## config.mk

```make
export PLATFORM = sky130hd
export DESIGN_NAME = url_field_splitter
export DESIGN_NICKNAME = d
export VERILOG_FILES = /design/src/hdl/ufs_pkg.sv /design/src/hdl/ufs_core.sv /design/src/hdl/url_field_splitter.sv
export SDC_FILE = /design/constraint.sdc
export NUM_CORES = 1
export LEC_CHECK = 0
export ABC_AREA = 1
export BUFFER_PORTS_ARGS = -buffer_cell sky130_fd_sc_hd__buf_2
export CAP_MARGIN = 40
export CELL_PAD_IN_SITES_DETAIL_PLACEMENT = 1
export CELL_PAD_IN_SITES_GLOBAL_PLACEMENT = 2
export CORE_ASPECT_RATIO = 0.7
export CORE_MARGIN = 10
export CORE_UTILIZATION = 30
export DETAILED_ROUTE_END_ITERATION = 7
export HOLD_SLACK_MARGIN = 0.05
export PLACE_DENSITY = 0.8
export SYNTH_ARGS = -nofsm -noshare
export SYNTH_HDL_FRONTEND = slang
export SYNTH_HIERARCHICAL = 1
export SYNTH_SLANG_ARGS = --single-unit
```

## constraint.sdc

```tcl
create_clock -name i_clk -period 3.8 [get_ports i_clk]
set_input_delay 0.19 -clock i_clk [delete_from_list [all_inputs] [get_ports i_clk]]
set_output_delay 0.19 -clock i_clk [all_outputs]
set_load 0.01 [all_outputs]
```

## src/hdl/ufs_pkg.sv

```systemverilog
`timescale 1ns / 1ps
// ----------------------------------------------------------------------------
// ufs_pkg
// Types, codes and constants shared by the URL field splitter.
// ----------------------------------------------------------------------------
package ufs_pkg;

    localparam int BYTE_W  = 8;
    localparam int PORT_W  = 16;
    localparam int TAG_W   = 3;
    localparam int ODATA_W = 32;

    localparam logic [PORT_W-1:0] DEFAULT_PORT = 16'd80;
    localparam logic [PORT_W-1:0] PORT_MAX     = 16'hFFFF;

    localparam logic [BYTE_W-1:0] CH_COLON    = 8'd58;
    localparam logic [BYTE_W-1:0] CH_SLASH    = 8'd47;
    localparam logic [BYTE_W-1:0] CH_QUESTION = 8'd63;
    localparam logic [BYTE_W-1:0] CH_DOT      = 8'd46;
    localparam logic [BYTE_W-1:0] CH_DASH     = 8'd45;
    localparam logic [BYTE_W-1:0] CH_ZERO     = 8'd48;
    localparam logic [BYTE_W-1:0] CH_NINE     = 8'd57;
    localparam logic [BYTE_W-1:0] CH_UP_A     = 8'd65;
    localparam logic [BYTE_W-1:0] CH_UP_Z     = 8'd90;
    localparam logic [BYTE_W-1:0] CH_LO_A     = 8'd97;
    localparam logic [BYTE_W-1:0] CH_LO_Z     = 8'd122;
    localparam logic [BYTE_W-1:0] LOWER_BASE  = 8'd96;
    localparam logic [BYTE_W-1:0] ASCII_TOP   = 8'd128;
    localparam logic [BYTE_W-1:0] CASE_OFFSET = 8'd32;

    typedef enum logic [2:0] {
        PH_SCHEME = 3'd0,
        PH_SLASH  = 3'd1,
        PH_SELECT = 3'd2,
        PH_HOST   = 3'd3,
        PH_PATH   = 3'd4,
        PH_PORT   = 3'd5,
        PH_PARAM  = 3'd6
    } t_phase;

    typedef enum logic [TAG_W-1:0] {
        TAG_SCHEME = 3'd0,
        TAG_DELIM  = 3'd1,
        TAG_HOST   = 3'd2,
        TAG_PORT   = 3'd3,
        TAG_PATH   = 3'd4,
        TAG_PARAM  = 3'd5,
        TAG_ERR    = 3'd6
    } t_tag;

    typedef struct packed {
        t_phase              phase;
        logic                seen;
        logic                host;
        logic                path;
        logic [PORT_W-1:0]   port;
        logic                err;
    } t_state;

    typedef struct packed {
        t_tag                tag;
        logic [BYTE_W-1:0]   data;
        logic                done;
        logic                ok;
        logic [PORT_W-1:0]   port;
    } t_result;

endpackage

```

## src/hdl/ufs_core.sv

```systemverilog
`timescale 1ns / 1ps
// ----------------------------------------------------------------------------
// ufs_core
// Combinational per-byte step: tags the byte and computes the next state.
// ----------------------------------------------------------------------------
module ufs_core (
    input  logic [7:0]      i_byte,
    input  logic            i_last,
    input  logic [15:0]     i_start_port,
    input  ufs_pkg::t_state i_state,
    output ufs_pkg::t_state o_state,
    output ufs_pkg::t_result o_result
);
    import ufs_pkg::*;

    typedef struct packed {
        t_state             st;
        t_tag               tag;
        logic [BYTE_W-1:0]  data;
    } t_step;

    function automatic logic f_digit(input logic [BYTE_W-1:0] b);
        return (b >= CH_ZERO) && (b <= CH_NINE);
    endfunction

    function automatic logic f_host_char(input logic [BYTE_W-1:0] b);
        return f_digit(b) || ((b >= CH_UP_A) && (b <= CH_UP_Z))
            || ((b >= CH_LO_A) && (b <= CH_LO_Z)) || (b == CH_DOT) || (b == CH_DASH);
    endfunction

    function automatic t_step f_select(input logic [BYTE_W-1:0] b, input t_state st);
        t_step r;
        r.st   = st;
        r.data = b;
        r.tag  = TAG_ERR;
        if (f_host_char(b)) begin
            if (st.host) begin
                r.st.err = 1'b1;
            end else begin
                r.st.host  = 1'b1;
                r.st.phase = PH_HOST;
                r.tag      = TAG_HOST;
            end
        end else if (b == CH_SLASH) begin
            if (st.path) begin
                r.st.err = 1'b1;
            end else begin
                r.st.path  = 1'b1;
                r.st.phase = PH_PATH;
                r.tag      = TAG_PATH;
            end
        end else if (b == CH_COLON) begin
            if (st.port != DEFAULT_PORT) begin
                r.st.err = 1'b1;
            end else begin
                r.st.port  = '0;
                r.st.phase = PH_PORT;
                r.tag      = TAG_DELIM;
            end
        end else if (b == CH_QUESTION) begin
            r.st.phase = PH_PARAM;
            r.tag      = TAG_DELIM;
        end else begin
            r.st.err = 1'b1;
        end
        return r;
    endfunction

    function automatic t_step f_step(input logic [BYTE_W-1:0] b, input t_state st_in,
                                     input logic [PORT_W-1:0] start_port);
        t_step              r;
        t_state             st;
        logic [PORT_W+3:0]  v;
        st = st_in;
        if ((st.phase == PH_SCHEME) && !st.seen && !st.err) begin
            st.port = start_port;
        end
        r.st   = st;
        r.data = b;
        r.tag  = TAG_ERR;
        v      = ({4'd0, st.port} << 3) + ({4'd0, st.port} << 1)
               + {{(PORT_W-BYTE_W+4){1'b0}}, (b - CH_ZERO)};
        if (!st.err) begin
            case (st.phase)
                PH_SCHEME: begin
                    if (b == CH_COLON) begin
                        if (!st.seen) begin
                            r.st.err = 1'b1;
                        end else begin
                            r.st.phase = PH_SLASH;
                            r.tag      = TAG_DELIM;
                        end
                    end else begin
                        r.st.seen = 1'b1;
                        if ((b > LOWER_BASE) && (b < ASCII_TOP)) begin
                            r.data = b - CASE_OFFSET;
                        end
                        r.tag = TAG_SCHEME;
                    end
                end
                PH_SLASH: begin
                    if (b == CH_SLASH) begin
                        r.tag = TAG_DELIM;
                    end else begin
                        r = f_select(b, st);
                    end
                end
                PH_HOST: begin
                    if (f_host_char(b)) begin
                        r.tag = TAG_HOST;
                    end else begin
                        r = f_select(b, st);
                    end
                end
                PH_PATH: begin
                    if (b == CH_QUESTION) begin
                        r = f_select(b, st);
                    end else begin
                        r.tag = TAG_PATH;
                    end
                end
                PH_PORT: begin
                    if (f_digit(b)) begin
                        r.st.port = (v > {4'd0, PORT_MAX}) ? PORT_MAX : v[PORT_W-1:0];
                        r.tag     = TAG_PORT;
                    end else begin
                        if (st.port == '0) begin
                            st.port = DEFAULT_PORT;
                        end
                        r = f_select(b, st);
                    end
                end
                PH_PARAM: begin
                    r.tag = TAG_PARAM;
                end
                default: begin
                    r = f_select(b, st);
                end
            endcase
        end
        return r;
    endfunction

    t_step step;

    always_comb begin
        step = f_step(i_byte, i_state, i_start_port);
    end

    // next state; the last byte restarts the URL
    always_comb begin
        o_state = step.st;
        if (i_last) begin
            o_state.phase = PH_SCHEME;
            o_state.seen  = 1'b0;
            o_state.host  = 1'b0;
            o_state.path  = 1'b0;
            o_state.port  = i_start_port;
            o_state.err   = 1'b0;
        end
    end

    always_comb begin
        o_result.tag  = step.tag;
        o_result.data = step.data;
        o_result.done = i_last;
        o_result.ok   = 1'b0;
        o_result.port = '0;
        if (i_last) begin
            o_result.ok = !step.st.err && (step.st.phase != PH_SCHEME);
            if ((step.st.phase == PH_PORT) && (step.st.port == '0)) begin
                o_result.port = DEFAULT_PORT;
            end else begin
                o_result.port = step.st.port;
            end
        end
    end

endmodule

```

## src/hdl/url_field_splitter.sv

```systemverilog
`timescale 1ns / 1ps
// ----------------------------------------------------------------------------
// url_field_splitter
// Streaming URL tagger: one byte in, one tagged byte out.
// ----------------------------------------------------------------------------
// Usage:
//   Slave stream: i_s_tdata carries one URL character, i_s_tlast marks the
//   final character of a URL. Master stream: one result per byte, with the
//   field tag in o_m_tuser, the done flag in o_m_tlast, and the character,
//   verdict and port in o_m_tdata (verdict and port are zero unless tlast).
//   Config channel: i_cfg_data sets the start port; always ready, write only
//   between URLs while no request is in flight.
//   Path: an accepted byte waits in the input register, and its result is
//   loaded into the result register once that register is empty or taken.
//   Throughput: one byte per cycle while the receiver takes each result; the
//   state update between the input and result registers is combinational.
//   Reset clears both stages and the parse state; the start port returns
//   to 80. When the receiver stalls, the result register holds, the input
//   register keeps one more byte, and i_s_tready then drops until the
//   result is taken.
// ----------------------------------------------------------------------------
module url_field_splitter (
    input  logic        i_clk,
    input  logic        i_rst_n,
    input  logic        i_s_tvalid,
    output logic        o_s_tready,
    input  logic [7:0]  i_s_tdata,   // [7:0] url_byte
    input  logic        i_s_tlast,   // last_byte
    output logic        o_m_tvalid,
    input  logic        i_m_tready,
    output logic [ufs_pkg::ODATA_W-1:0] o_m_tdata, // [7:0] out_byte, [8] url_ok,
                                                   // [24:9] port_value
    output logic [2:0]  o_m_tuser,   // [2:0] field_tag
    output logic        o_m_tlast,   // done_res
    input  logic        i_cfg_valid,
    output logic        o_cfg_ready,
    input  logic [15:0] i_cfg_data   // start_port
);
    import ufs_pkg::*;

    logic               r_in_valid;
    logic [BYTE_W-1:0]  r_in_byte;
    logic               r_in_last;
    logic               r_out_valid;
    t_result            r_out;
    t_state             r_state;
    logic [PORT_W-1:0]  r_start_port;

    t_state             n_state;
    t_result            n_out;
    logic               advance;

    ufs_core u_core (
        .i_byte       (r_in_byte),
        .i_last       (r_in_last),
        .i_start_port (r_start_port),
        .i_state      (r_state),
        .o_state      (n_state),
        .o_result     (n_out)
    );

    assign advance     = r_in_valid && (!r_out_valid || i_m_tready);
    assign o_s_tready  = !r_in_valid || advance;
    assign o_cfg_ready = 1'b1;

    always_ff @(posedge i_clk) begin
        if (!i_rst_n) begin
            r_in_valid   <= 1'b0;
            r_out_valid  <= 1'b0;
            r_start_port <= DEFAULT_PORT;
            r_state      <= '{phase: PH_SCHEME, seen: 1'b0, host: 1'b0, path: 1'b0,
                              port: DEFAULT_PORT, err: 1'b0};
        end else begin
            if (i_cfg_valid) begin
                r_start_port <= i_cfg_data;
            end
            if (o_s_tready) begin
                r_in_valid <= i_s_tvalid;
            end
            if (advance) begin
                r_out_valid <= 1'b1;
                r_state     <= n_state;
            end else if (i_m_tready) begin
                r_out_valid <= 1'b0;
            end
        end
    end

    always_ff @(posedge i_clk) begin
        if (o_s_tready && i_s_tvalid) begin
            r_in_byte <= i_s_tdata;
            r_in_last <= i_s_tlast;
        end
        if (advance) begin
            r_out <= n_out;
        end
    end

    assign o_m_tvalid = r_out_valid;
    assign o_m_tdata  = {7'd0, r_out.port, r_out.ok, r_out.data};
    assign o_m_tuser  = r_out.tag;
    assign o_m_tlast  = r_out.done;

endmodule
```

Yosys cells after proc, flatten, opt, wreduce, memory -nomap -nowiden
Index checks and enable logic that the tools add are counted.
- shift-type cells: 0
- reduce and logical (&&, ||, !) cells: 32
- eq/ne operators: 26
- $add $sub $neg: 4
- bitwise operators: 1
- divide/modulo/power cells: 0
- $mul: 0
- $lt $le $gt $ge: 9
- multiplexer cells: 81
- operators with widths (operator ; number):
    $mux 16 ; 14
    $mux 23 ; 4
    $pmux 18 s5 ; 1
    $mux 3 ; 27
    $eq 8x6->1 const B ; 5
    $mux 4 ; 10
    $mux 17 ; 2
    $mux 34 ; 1
    $logic_not 16->1 ; 2
    $ne 16x7->1 const B ; 2
    $mux 8 ; 3
    $pmux 4 s6 ; 1
    $add 19x17->20 ; 1
    $add 20x8->20 ; 1
    $gt 20x16->1 const B ; 1
    $pmux 3 s6 ; 1
    $ge 8x7->1 const B ; 2
    $le 8x7->1 const B ; 2
    $sub 8x6->8 const B ; 2
    $ne 2x2->1 const B ; 7
    $mux 1 ; 13
    $eq 3x3->1 const B ; 4
    $ne 3x3->1 const B ; 4
    $logic_and 1x1->1 ; 10
    22 further kinds ; 33
- bits in read-only memories: 0
- RAM bits: 0
- bits in latches: 0
- memories: 0
- flip-flop bits (word level): 79
- input port bits: 30

Depth between registers and ports, before layout
Gate-level depths: netlist of run 1.
- depth in word-level cells: 20
- gate-level depth with buffers: 34
- depth with buffers taken out: 30

Cells and area by module
Netlist of run 1, hierarchy kept.
- modules (own cells, without submodules) (module ; cells each ; area an instance (um^2) ; sequential area each (um^2) ; instances):
    ufs_core ; 720 ; 3732.3 ; 0.0 ; 1
    url_field_splitter ; 275 ; 2900.3 ; 1961.9 ; 1

Least setup slack after synthesis of run 1
OpenSTA, ideal clock, no wires.
- path type: register to register
- start: reg r_state[0] (netlist bit)
- end: reg r_out (netlist bit o_m_tdata[13]) (data pin)
- library setup time: 141 ps
- arrival: 4004 ps
- slack: -344 ps
- required time: 3659 ps
- cell stages (with the launch flop): 33
- path through: dfxtp_1 buf_4 inv_2 buf_6 nand3_2 nor2_2 buf_6 nand2_1 nand2_2 inv_1 fa_1 inv_1 fa_1 nand2_1 nand3_1 nand3_1 nand2_1 nand2_1 nand2_1 nand2_1 nand3_1 o21ai_1 buf_2 nand3_1 nand2_1 nand3_1 o21ai_1 nand2_1 nor2_1 nand4_1 nor2_1 nor2_1 nor2_1
- longest elaborated chain between the ends: 19
- elaborated cells between the ends (all ways): 47
- classes of those cells: add/sub: 2; order compare: 1; eq/ne: 3; mux: 36; reduce/logical: 5
- ends and longest elaborated chain (item ; line ; source):
    from (decl) ; url_field_splitter.sv:46 ; t_state r_state;
    from (signal assigned) ; url_field_splitter.sv:71 ; r_state <= '{phase: PH_SCHEME, seen: 1'b0, host: 1'b0, path: 1'b0,
    from (signal assigned) ; url_field_splitter.sv:82 ; r_state <= n_state;
    parallel branches: the longest is 15 deep, another holds $add 19x17->20 ; n/a ;
    $mux 34 (*) ; ufs_core.sv:83 ; if (!st.err) begin
    $logic_not 16->1 or $eq 3x3->1 (tied branches) ; ufs_core.sv:171 ; if ((step.st.phase == PH_PORT) && (step.st.port == '0)) begin
    $logic_and 1x1->1 ; ufs_core.sv:171 ;
    $mux 7 (*) ; ufs_core.sv:171 ;
    to (signal assigned) ; url_field_splitter.sv:95 ; r_out <= n_out;
    to (decl) ; url_field_splitter.sv:45 ; t_result r_out;
Mark *: on every way between the ends. The select of a mux whose other input is x is not followed.
A chain may end at the register's enable or synchronous reset.

Worst setup path in the final report of run 1
- start: reg r_state[21] (netlist bit)
- end: reg r_out (netlist bit o_m_tdata[13]) (data pin)
- longest elaborated chain between the ends: 20
- elaborated cells between the ends (all ways): 59
- classes of those cells: add/sub: 2; order compare: 1; eq/ne: 8; mux: 41; reduce/logical: 7
- ends and longest elaborated chain (item ; line):
    parallel branches: the longest is 16 deep, another holds $add 19x17->20 ; n/a
    $mux 34 (*) ; ufs_core.sv:83
    $logic_not 16->1 or $eq 3x3->1 (tied branches) ; ufs_core.sv:171
    $logic_and 1x1->1 ; ufs_core.sv:171
    $mux 7 (*) ; ufs_core.sv:171
Marked as above.

==> results of run 1 <==
==> worst max-delay path by stage <==
stage                 from       endpoint  slack [ns]
4_1_cts        r_state[20]  o_m_tdata[13]       -0.29
3_5_place_dp   r_state[21]  o_m_tdata[13]       -0.54
2_1_floorplan   r_state[0]  o_m_tdata[13]       -0.03
6_report       r_state[21]  o_m_tdata[13]       -0.41
3_3_place_gp   r_state[21]  o_m_tdata[13]       -0.53
5_1_grt        r_state[21]  o_m_tdata[13]       -0.65
==> critical path: cells and delay by family, from the launching register on <==
kind | cells | cell delay [ns]
compound gates | 2 | 0.38
fa+ha+maj | 2 | 0.61
buf+inv | 5 | 0.61
simple gates | 20 | 2.10
flops | 1 | 0.33
==> cell type report <==
class	instances	area (um^2)	area share
Timing Repair Buffer	227	1730	0.180
Sequential cell	79	1960	0.205
Inverter	121	459	0.0478
Clock inverter	3	26.3	0.00274
Clock buffer	13	304	0.0317
Tap cell	282	353	0.0367
Multi-Input combinational cell	749	4760	0.496
==> metal layers <==
metal  GRT usage  routed length, um  up-vias  part of all wire
met5           0                  0        -                 0
met4      0.0440                423        0             0.016
met3      0.0304                921       30             0.035
met2       0.290              12300      125              0.47
met1       0.241              12500     3508              0.48
li1            -                  -     3619                 -
==> cells by family (layout without fill, tap and decap cells) <==
logic type                 after synthesis  count (layout)  synth area share
and+or+nand+nor                        507             507             0.331
xor gates and xnor gates                16              16            0.0211
buffers and inverters                  173             364             0.126
adders and majority gates               42              42            0.0815
DFF                                     79              79             0.296
other                                    2               8           0.00113
AOI/OAI and AO/OA                      176             176             0.144
==> cells in the mapped netlist, drive strengths merged (9+ instances only) <==
master,instances
a21oi,73
buf,36
clkbuf,16
dfxtp,41
edfxtp,38
ha,40
inv,120
nand2,256
nand3,82
nand4,14
nor2,140
nor3,9
o21ai,83
xor2,10
==> what timing repair did <==
item	CTS	global route
hold endpoints to repair	15	0
pin swaps	46	51
cloned	1	0
setup buffers	19	16
resized for setup	88	111
hold buffers	15	0
endpoints found under the setup margin	32	32
==> state kept, by name, summed over array words and instances, names as in the netlist <==
name and cells:
o_m_tvalid 1, o_m_tdata 25, o_m_tlast 1, o_m_tuser 3, r_state 23, r_in_last 1
r_start_port 16, r_in_byte 8, r_in_valid 1
==> power breakdown <==
group | internal [uW] | leakage, uW | switching (uW)
Clock | 567 | 0.000162 | 387
Combinational | 952 | 0.00364 | 1130
Sequential | 957 | 0.000705 | 42.8
==> through the flow <==
step | area, um^2 | hold slack, ns | setup TNS, ns
floorplan | 6790 | 0.289 | -0.0554
global placement | 7970 | 0.368 | -4.27
detailed placement | 7970 | 0.368 | -6.00
CTS | 9010 | 0.0530 | -3.51
global route | 9600 | 0.0701 | -11.99
finish | 9600 | 0.0567 | -5.11
==> results.sh, run 1 <==
export IMPL_drt_iter0_markers=477
export IMPL_period_share=1.11
export IMPL_first_global_vias=7457
export IMPL_reg2reg_from="r_state[21]"
export IMPL_worstSetupPathType="reg -> reg"
export IMPL_tightestPinTransition_ns=0.844
export IMPL_layout_common_cells="nand2_1, buf_4, nor2_1, inv_1"
export IMPL_layout_commonest_cell="nand2_1"
export IMPL_reg2regPathDepth=29
export IMPL_syn_inst=995
export IMPL_stdcell_count=1474
export IMPL_die_area_mm2=0.0286
export IMPL_worstSetupStartpointType="register"
export IMPL_drv_cap=0
export IMPL_fin_nets=1259
export IMPL_grt_use_total=0.179
export IMPL_path_max_fanout=8
export IMPL_n_antenna_cell=0
export IMPL_routedWlPerCell_um=17.8
export IMPL_maxSlewHeadroom=0.437
export IMPL_slew_viol_final=0
export IMPL_power_density_mw_per_mm2=420
export IMPL_clkSlewWorstSetupHoldPaths_ns=0.07
export IMPL_setup_ws_ns=-0.415
export IMPL_drive_gt1_frac=0.350
export IMPL_drc=0
export IMPL_htreeDepth=3
export IMPL_post_layout_total_power_uw=4030
export IMPL_via_count=7282
export IMPL_critPathCaptureType="register"
export IMPL_design_core_area_mm2=0.0217
export IMPL_place_ws_ns=-0.545
export IMPL_min_from="i_cfg_data[0]"
export IMPL_yosysSeqAreaShare=0.296
export IMPL_numCtsBuffers=9
export IMPL_finalHoldViolations=0
export IMPL_grt_max_degree=47
export IMPL_async_flop_share=0
export IMPL_clock_sinks=79
export IMPL_synth_cell_types=47
export IMPL_fillerInstances=2724
export IMPL_gp_congestion=0.912
export IMPL_hpwl_mm=19.3
export IMPL_firstDrtPassIters=5
export IMPL_crit_path_top_delay_cell="ha_4"
export IMPL_ant_nets=0
export IMPL_yosysTopAreaCell="edfxtp_1"
export IMPL_r2r_end="o_m_tdata[13]"
export IMPL_outcome="finished, violations left"
export IMPL_worst_ep_required_time_ns=3.99
export IMPL_dp_cells=1410
export IMPL_ir_worst_vdd_v=0.000199
export IMPL_cts_tree="built"
export IMPL_rsz0062_at_grt="true"
export IMPL_max_clock_freq_mhz=237
export IMPL_grt_pass1_wl_mm=40.4
export IMPL_antenna_found_initial=1
export IMPL_rows=45
export IMPL_yosysWarnings=6
export IMPL_dieHeight_um=144
export IMPL_synthesis_area_mm2=0.00663
export IMPL_portBuffers=60
export IMPL_worstSkewPairLatency_ns=0.36
export IMPL_synth_seq_cells=79
export IMPL_grt_ovfl_total=0
export IMPL_synth_avg_cell_area_um2=6.67
export IMPL_synth_area_top_cells="edfxtp_1, nand2_1, dfxtp_1"
export IMPL_min_path_type="in -> reg"
export IMPL_min_path_cells=3
export IMPL_violations="setup timing"
export IMPL_cts_path_max_buffers=2
export IMPL_hold_end="r_start_port[0]"
export IMPL_synth_top_area_share=0.172
export IMPL_leakage_uw=0.00451
export IMPL_finClkSkew_ns=0.00628
export IMPL_clockRootBuffer="clkbuf_16"
export IMPL_die_w_um=198
export IMPL_syn_to_final_growth_pct=44.8
export IMPL_synth_edff_count=38
export IMPL_r2r_slack_ns=-0.41
export IMPL_viasPerCell=4.94
export IMPL_setup_viol=31
export IMPL_utilization=0.442
export IMPL_critical_path_arrival_ns=4.40
export IMPL_period_needed_ns=4.21
export IMPL_start_util=0.305
export IMPL_io_pins=69
export IMPL_synth_ff_type="dfxtp_1"
export IMPL_slowest_delay_ns=0.34
export IMPL_wirelength_mm=26.2
(Power assumes the default switching activity.)
==> inputs of run 2 (changes only) <==
--- a/config.mk
+++ b/config.mk
@@ -12,10 +12,11 @@
 export CELL_PAD_IN_SITES_GLOBAL_PLACEMENT = 2
 export CORE_ASPECT_RATIO = 0.7
 export CORE_MARGIN = 10
-export CORE_UTILIZATION = 30
+export CORE_UTILIZATION = 33
 export DETAILED_ROUTE_END_ITERATION = 7
 export HOLD_SLACK_MARGIN = 0.05
-export PLACE_DENSITY = 0.8
+export PLACE_DENSITY = 0.83
+export REMOVE_ABC_BUFFERS = 1
 export SYNTH_ARGS = -nofsm -noshare
 export SYNTH_HDL_FRONTEND = slang
 export SYNTH_HIERARCHICAL = 1
==> constraint.sdc (replaced) <==
create_clock -name i_clk -period 4.3 [get_ports i_clk]
set_input_delay 0.215 -clock i_clk [delete_from_list [all_inputs] [get_ports i_clk]]
set_output_delay 0.215 -clock i_clk [all_outputs]
set_load 0.01 [all_outputs]
==> run 2 against run 1 <==
The run still ends with setup timing left; via count down 3.3%; clock-buffer cell count down 2; cell area down 10%; sequential power down 12%; final cell count down 5.2%; critical path type unchanged; largest power group unchanged.
==> results.sh, run 2 (synthesis gave the netlist of run 1 again) <==
export IMPL_n_antenna_cell=0
export IMPL_slowest_delay_ns=0.39
export IMPL_layout_common_cells="nand2_1, nor2_1, inv_1, buf_4, nand3_1"
export IMPL_numCtsBuffers=9
export IMPL_design_core_area_mm2=0.0198
export IMPL_syn_to_final_growth_pct=30.3
export IMPL_htreeDepth=3
export IMPL_rows=43
export IMPL_ir_worst_vdd_v=0.000197
export IMPL_hpwl_mm=18.4
export IMPL_routedWlPerCell_um=17.9
export IMPL_die_area_mm2=0.0263
export IMPL_critical_path_arrival_ns=4.58
export IMPL_period_needed_ns=4.38
export IMPL_die_w_um=189
export IMPL_place_ws_ns=-0.216
export IMPL_cts_path_max_buffers=2
export IMPL_fillerInstances=2548
export IMPL_dp_cells=1352
export IMPL_min_path_type="in -> reg"
export IMPL_start_util=0.335
export IMPL_violations="setup timing"
export IMPL_maxSlewHeadroom=0.485
export IMPL_finClkSkew_ns=0.0161
export IMPL_io_pins=69
export IMPL_first_global_vias=6880
export IMPL_fin_nets=1194
export IMPL_crit_path_top_delay_cell="fa_2"
export IMPL_drv_cap=0
export IMPL_via_count=7044
export IMPL_dieHeight_um=139
export IMPL_worstSetupStartpointType="register"
export IMPL_path_max_fanout=8
export IMPL_fin_hold_ws_ns=0.0652
export IMPL_period_share=1.02
export IMPL_finalHoldViolations=0
export IMPL_viasPerCell=5.04
export IMPL_leakage_uw=0.00401
export IMPL_clkSlewWorstSetupHoldPaths_ns=0.07
export IMPL_outcome="finished, violations left"
export IMPL_drc=0
export IMPL_portBuffers=60
export IMPL_crit_top_cell="nand2_2"
export IMPL_grt_ovfl_total=0
export IMPL_drt_iter0_markers=432
export IMPL_worstSetupPathType="reg -> reg"
export IMPL_multi_input_area_mm2=0.00445
export IMPL_slew_viol_final=0
export IMPL_grt_pass1_wl_mm=38.5
export IMPL_cts_tree="built"
export IMPL_grt_use_total=0.181
export IMPL_clock_sinks=79
export IMPL_setup_tns_ns=-0.128
export IMPL_setup_ws_ns=-0.0804
export IMPL_max_clock_freq_mhz=228
export IMPL_ant_nets=0
export IMPL_grt_max_degree=47
export IMPL_tightestPinTransition_ns=0.772
export IMPL_seq_area_mm2=0.00196
export IMPL_power_density_mw_per_mm2=375
export IMPL_largest_register_ffs=25
export IMPL_setup_viol=2
export IMPL_firstDrtPassIters=4
export IMPL_wirelength_mm=25.0
export IMPL_stdcell_count=1397
export IMPL_worst_ep_required_time_ns=4.50
export IMPL_drive_gt1_frac=0.275
export IMPL_antenna_found_initial=0
export IMPL_clockRootBuffer="clkbuf_16"
export IMPL_critPathCaptureType="register"
export IMPL_gp_congestion=0.914
export IMPL_worstSkewPairLatency_ns=0.36
export IMPL_rsz0062_at_grt="true"
export IMPL_layout_commonest_cell="nand2_1"
[run 2: metrics by stage]
stage,power [uW],instance area [um^2],utilization
4_1_cts,2970,8060,0.407
5_1_grt,3440,8640,0.437
3_5_place_dp,2090,7480,0.378
2_1_floorplan,1580,6270,-
3_3_place_gp,2080,7480,0.378
6_report,3240,8640,0.437
[run 2: final timing paths]
path | startpoint | to | slack, ns | cells after the start
setup / recovery | r_state[20] | o_m_tdata[15] | -0.08 | 28
hold / removal | i_s_tdata[5] | r_in_byte[5] | 0.07 | 1
setup reg to reg | r_state[20] | o_m_tdata[15] | -0.08 | 28
hold reg to reg | r_state[13] | r_state[13] | 0.48 | 2
[run 2: repair_timing]
item | in CTS | in global routing
gates resized for setup | 28 | 115
hold endpoints to repair | 8 | 0
pin swaps | 8 | 49
cloned | 1 | 1
hold buffers | 8 | 0
endpoints found under the setup margin | 4 | 26
buffers inserted | 8 | 12
[run 2: where the power goes]
| part | internal (uW) | switching (uW) | leakage (uW) |
|---|---|---|---|
| sequential | 845 | 36.4 | 0.000705 |
| combinational | 681 | 899 | 0.00317 |
| clock | 431 | 346 | 0.000142 |
| total | 1960 | 1280 | 0.00401 |
[run 2: worst max-delay path, delay by kind of cell, from the launching register on]
family | cells | cell delay [ns]
simple gates | 20 | 2.13
flops | 1 | 0.34
buf+inv | 3 | 0.48
compound gates | 2 | 0.42
fa+ha+maj | 3 | 0.83
[run 2: cell type report]
type	instances	share of cell area
Multi-Input combinational cell	750	0.514
Sequential cell	79	0.227
Timing Repair Buffer	161	0.133
Inverter	121	0.0525
Tap cell	270	0.0391
Clock buffer	11	0.0294
Clock inverter	5	0.00449
[run 2: layer usage]
layer	vias to the layer above	share of wire	global-route usage	wire length (um)
met5	-	0	0	0
met4	0	0.0063	0.0317	158
met3	13	0.051	0.0387	1270
met2	145	0.40	0.246	10100
met1	3409	0.54	0.282	13500
li1	3477	-	-	-
==> inputs of run 3 (changes only) <==
--- a/config.mk
+++ b/config.mk
@@ -12,10 +12,10 @@
 export CELL_PAD_IN_SITES_GLOBAL_PLACEMENT = 2
 export CORE_ASPECT_RATIO = 0.7
 export CORE_MARGIN = 10
-export CORE_UTILIZATION = 33
+export CORE_UTILIZATION = 30
 export DETAILED_ROUTE_END_ITERATION = 7
 export HOLD_SLACK_MARGIN = 0.05
-export PLACE_DENSITY = 0.83
+export PLACE_DENSITY_LB_ADDON = 0.1
 export REMOVE_ABC_BUFFERS = 1
 export SYNTH_ARGS = -nofsm -noshare
 export SYNTH_HDL_FRONTEND = slang
==> run 3 against run 2 <==
The flow still finishes with violations (setup timing); routed wire length up 0.84%; global-route usage decreased by 0.81 points; critical path type unchanged; critical endpoint unchanged; non-clock buffer count increased by 26; highest routed layer unchanged.
==> results.sh, run 3 (synthesis gave the netlist of run 1 again) <==
export IMPL_layout_common_cells="nand2_1, nor2_1, inv_1, buf_4, nand3_1"
export IMPL_fillerInstances=2771
export IMPL_viasPerCell=4.85
export IMPL_drv_cap=0
export IMPL_drt_iter0_markers=304
export IMPL_min_path_cells=3
export IMPL_syn_to_final_growth_pct=34.3
export IMPL_drive_gt1_frac=0.297
export IMPL_antenna_found_initial=0
export IMPL_setup_ws_ns=-0.00849
export IMPL_dieHeight_um=144
export IMPL_clock_sinks=79
export IMPL_p_clk_frac=0.232
export IMPL_critical_path_arrival_ns=4.50
export IMPL_power_frac_seq=0.268
export IMPL_first_global_vias=6928
export IMPL_firstDrtPassIters=4
export IMPL_htreeDepth=3
export IMPL_setup_viol=1
export IMPL_reg2regPathDepth=31
export IMPL_switching_power_uw=1290
export IMPL_die_w_um=198
export IMPL_gp_congestion=0.870
export IMPL_critPathCaptureType="register"
export IMPL_layout_commonest_cell="nand2_1"
export IMPL_maxSlewHeadroom=0.496
export IMPL_largest_register_ffs=25
export IMPL_pwr_share_comb=0.500
export IMPL_path_max_fanout=6
export IMPL_place_ws_ns=-0.332
export IMPL_period_needed_ns=4.31
export IMPL_grt_max_degree=47
export IMPL_crit_top_cell="nand2_2"
export IMPL_drc=0
export IMPL_grt_pass1_wl_mm=39.1
export IMPL_switching_share=0.393
export IMPL_wirelength_mm=25.2
export IMPL_post_layout_total_power_uw=3290
export IMPL_slowest_delay_ns=0.51
export IMPL_worstSkewPairLatency_ns=0.36
export IMPL_min_path_type="in -> reg"
export IMPL_n_antenna_cell=0
export IMPL_die_area_mm2=0.0286
export IMPL_p_int_uw=2000
export IMPL_ant_nets=0
export IMPL_routedWlPerCell_um=17.6
export IMPL_power_density_mw_per_mm2=369
export IMPL_worstSetupStartpointType="register"
export IMPL_ir_worst_vdd_v=0.000173
export IMPL_clockRootBuffer="clkbuf_16"
export IMPL_cts_tree="built"
export IMPL_crit_path_top_delay_cell="fa_1"
export IMPL_rsz0062_at_grt="true"
export IMPL_finalHoldViolations=0
export IMPL_violations="setup timing"
export IMPL_utilization=0.410
export IMPL_worstSetupPathType="reg -> reg"
export IMPL_start_util=0.305
export IMPL_outcome="finished, violations left"
export IMPL_tightestPinTransition_ns=0.756
export IMPL_leakage_uw=0.00415
export IMPL_via_count=6954
export IMPL_numCtsBuffers=9
export IMPL_io_pins=69
export IMPL_worst_ep_required_time_ns=4.49
export IMPL_fin_nets=1220
export IMPL_period_share=1.00
export IMPL_finClkSkew_ns=0.00925
export IMPL_r2r_slack_ns=-0.008
export IMPL_portBuffers=60
export IMPL_clkSlewWorstSetupHoldPaths_ns=0.07
export IMPL_design_core_area_mm2=0.0217
export IMPL_grt_ovfl_total=0
export IMPL_cts_path_max_buffers=2
export IMPL_rows=45
export IMPL_max_clock_freq_mhz=232
export IMPL_slew_viol_final=0
export IMPL_grt_use_total=0.173
export IMPL_hpwl_mm=19.1
[run 3: changes by cell type in the layout (fill, tap and decap cells not counted), sizes merged]
| cell | change |
|---|---|
| clkinvlp | -1 |
| inv | +2 |
| dlygate4sd3 | +1 |
| clkinv | +1 |
| clkbuf | -3 |
| buf | +26 |
[run 3: worst max-delay path, delay by kind of cell, from the launching register on]
kind	cells	cell delay [ns]
and+or+nand+nor	23	2.22
DFF	1	0.33
buffers and inverters	5	0.50
adders and majority gates	2	0.91
AOI/OAI and AO/OA	1	0.16
[run 3: area by class of cell]
type                    count  area (um^2)  share of cell area
clock buffers               9          225              0.0253
clock inverters             7         65.1             0.00730
inverters                 121          457              0.0513
multi-input cells         750         4500               0.505
flip-flops and latches     79         1960               0.221
well taps                 282          353              0.0396
repair buffers            187         1340               0.151
[run 3: worst paths after layout]
path / from / to
worst min-delay path: i_cfg_data[11] / r_start_port[11]
worst max register to register: r_state[20] / o_m_tdata[15]
worst min register to register: r_state[12] / r_state[12]
worst max-delay path: r_state[20] / o_m_tdata[15]
[run 3: repair_timing]
action	in CTS	in global routing
hold buffers	9	0
setup endpoints to repair	20	25
cloned	3	0
gates resized for setup	59	99
buffers inserted	18	12
pin swaps	24	59
endpoints found under the hold margin	9	0
[run 3: stage by stage]
stage                     instance area (um^2)  hold slack, ns  instances  setup TNS, ns
after floorplan                           6270           0.299        949          -8.32
after global placement                    7580           0.392       1378          -1.07
after detailed placement                  7580           0.394       1378          -1.88
after CTS                                 8400          0.0610       1424              0
after global routing                      8910          0.0724       1435          -1.31
final                                     8910          0.0747       1435       -0.00849
[run 3: layer usage]
metal,global-route usage,up-vias,wire length (um)
met2,0.285,65,11900
met3,0.0246,15,554
li1,-,3532,-
met5,0,-,0
met4,0.0335,0,205
met1,0.237,3342,12600
[run 3: power groups by stage]
stage | registers [uW] | logic (uW) | clock network (uW)
after floorplan | 907 | 673 | 0
after global placement | 895 | 1230 | 0
after detailed placement | 896 | 1240 | 0
after CTS | 880 | 1440 | 787
after global routing | 887 | 1810 | 811
final | 882 | 1640 | 762
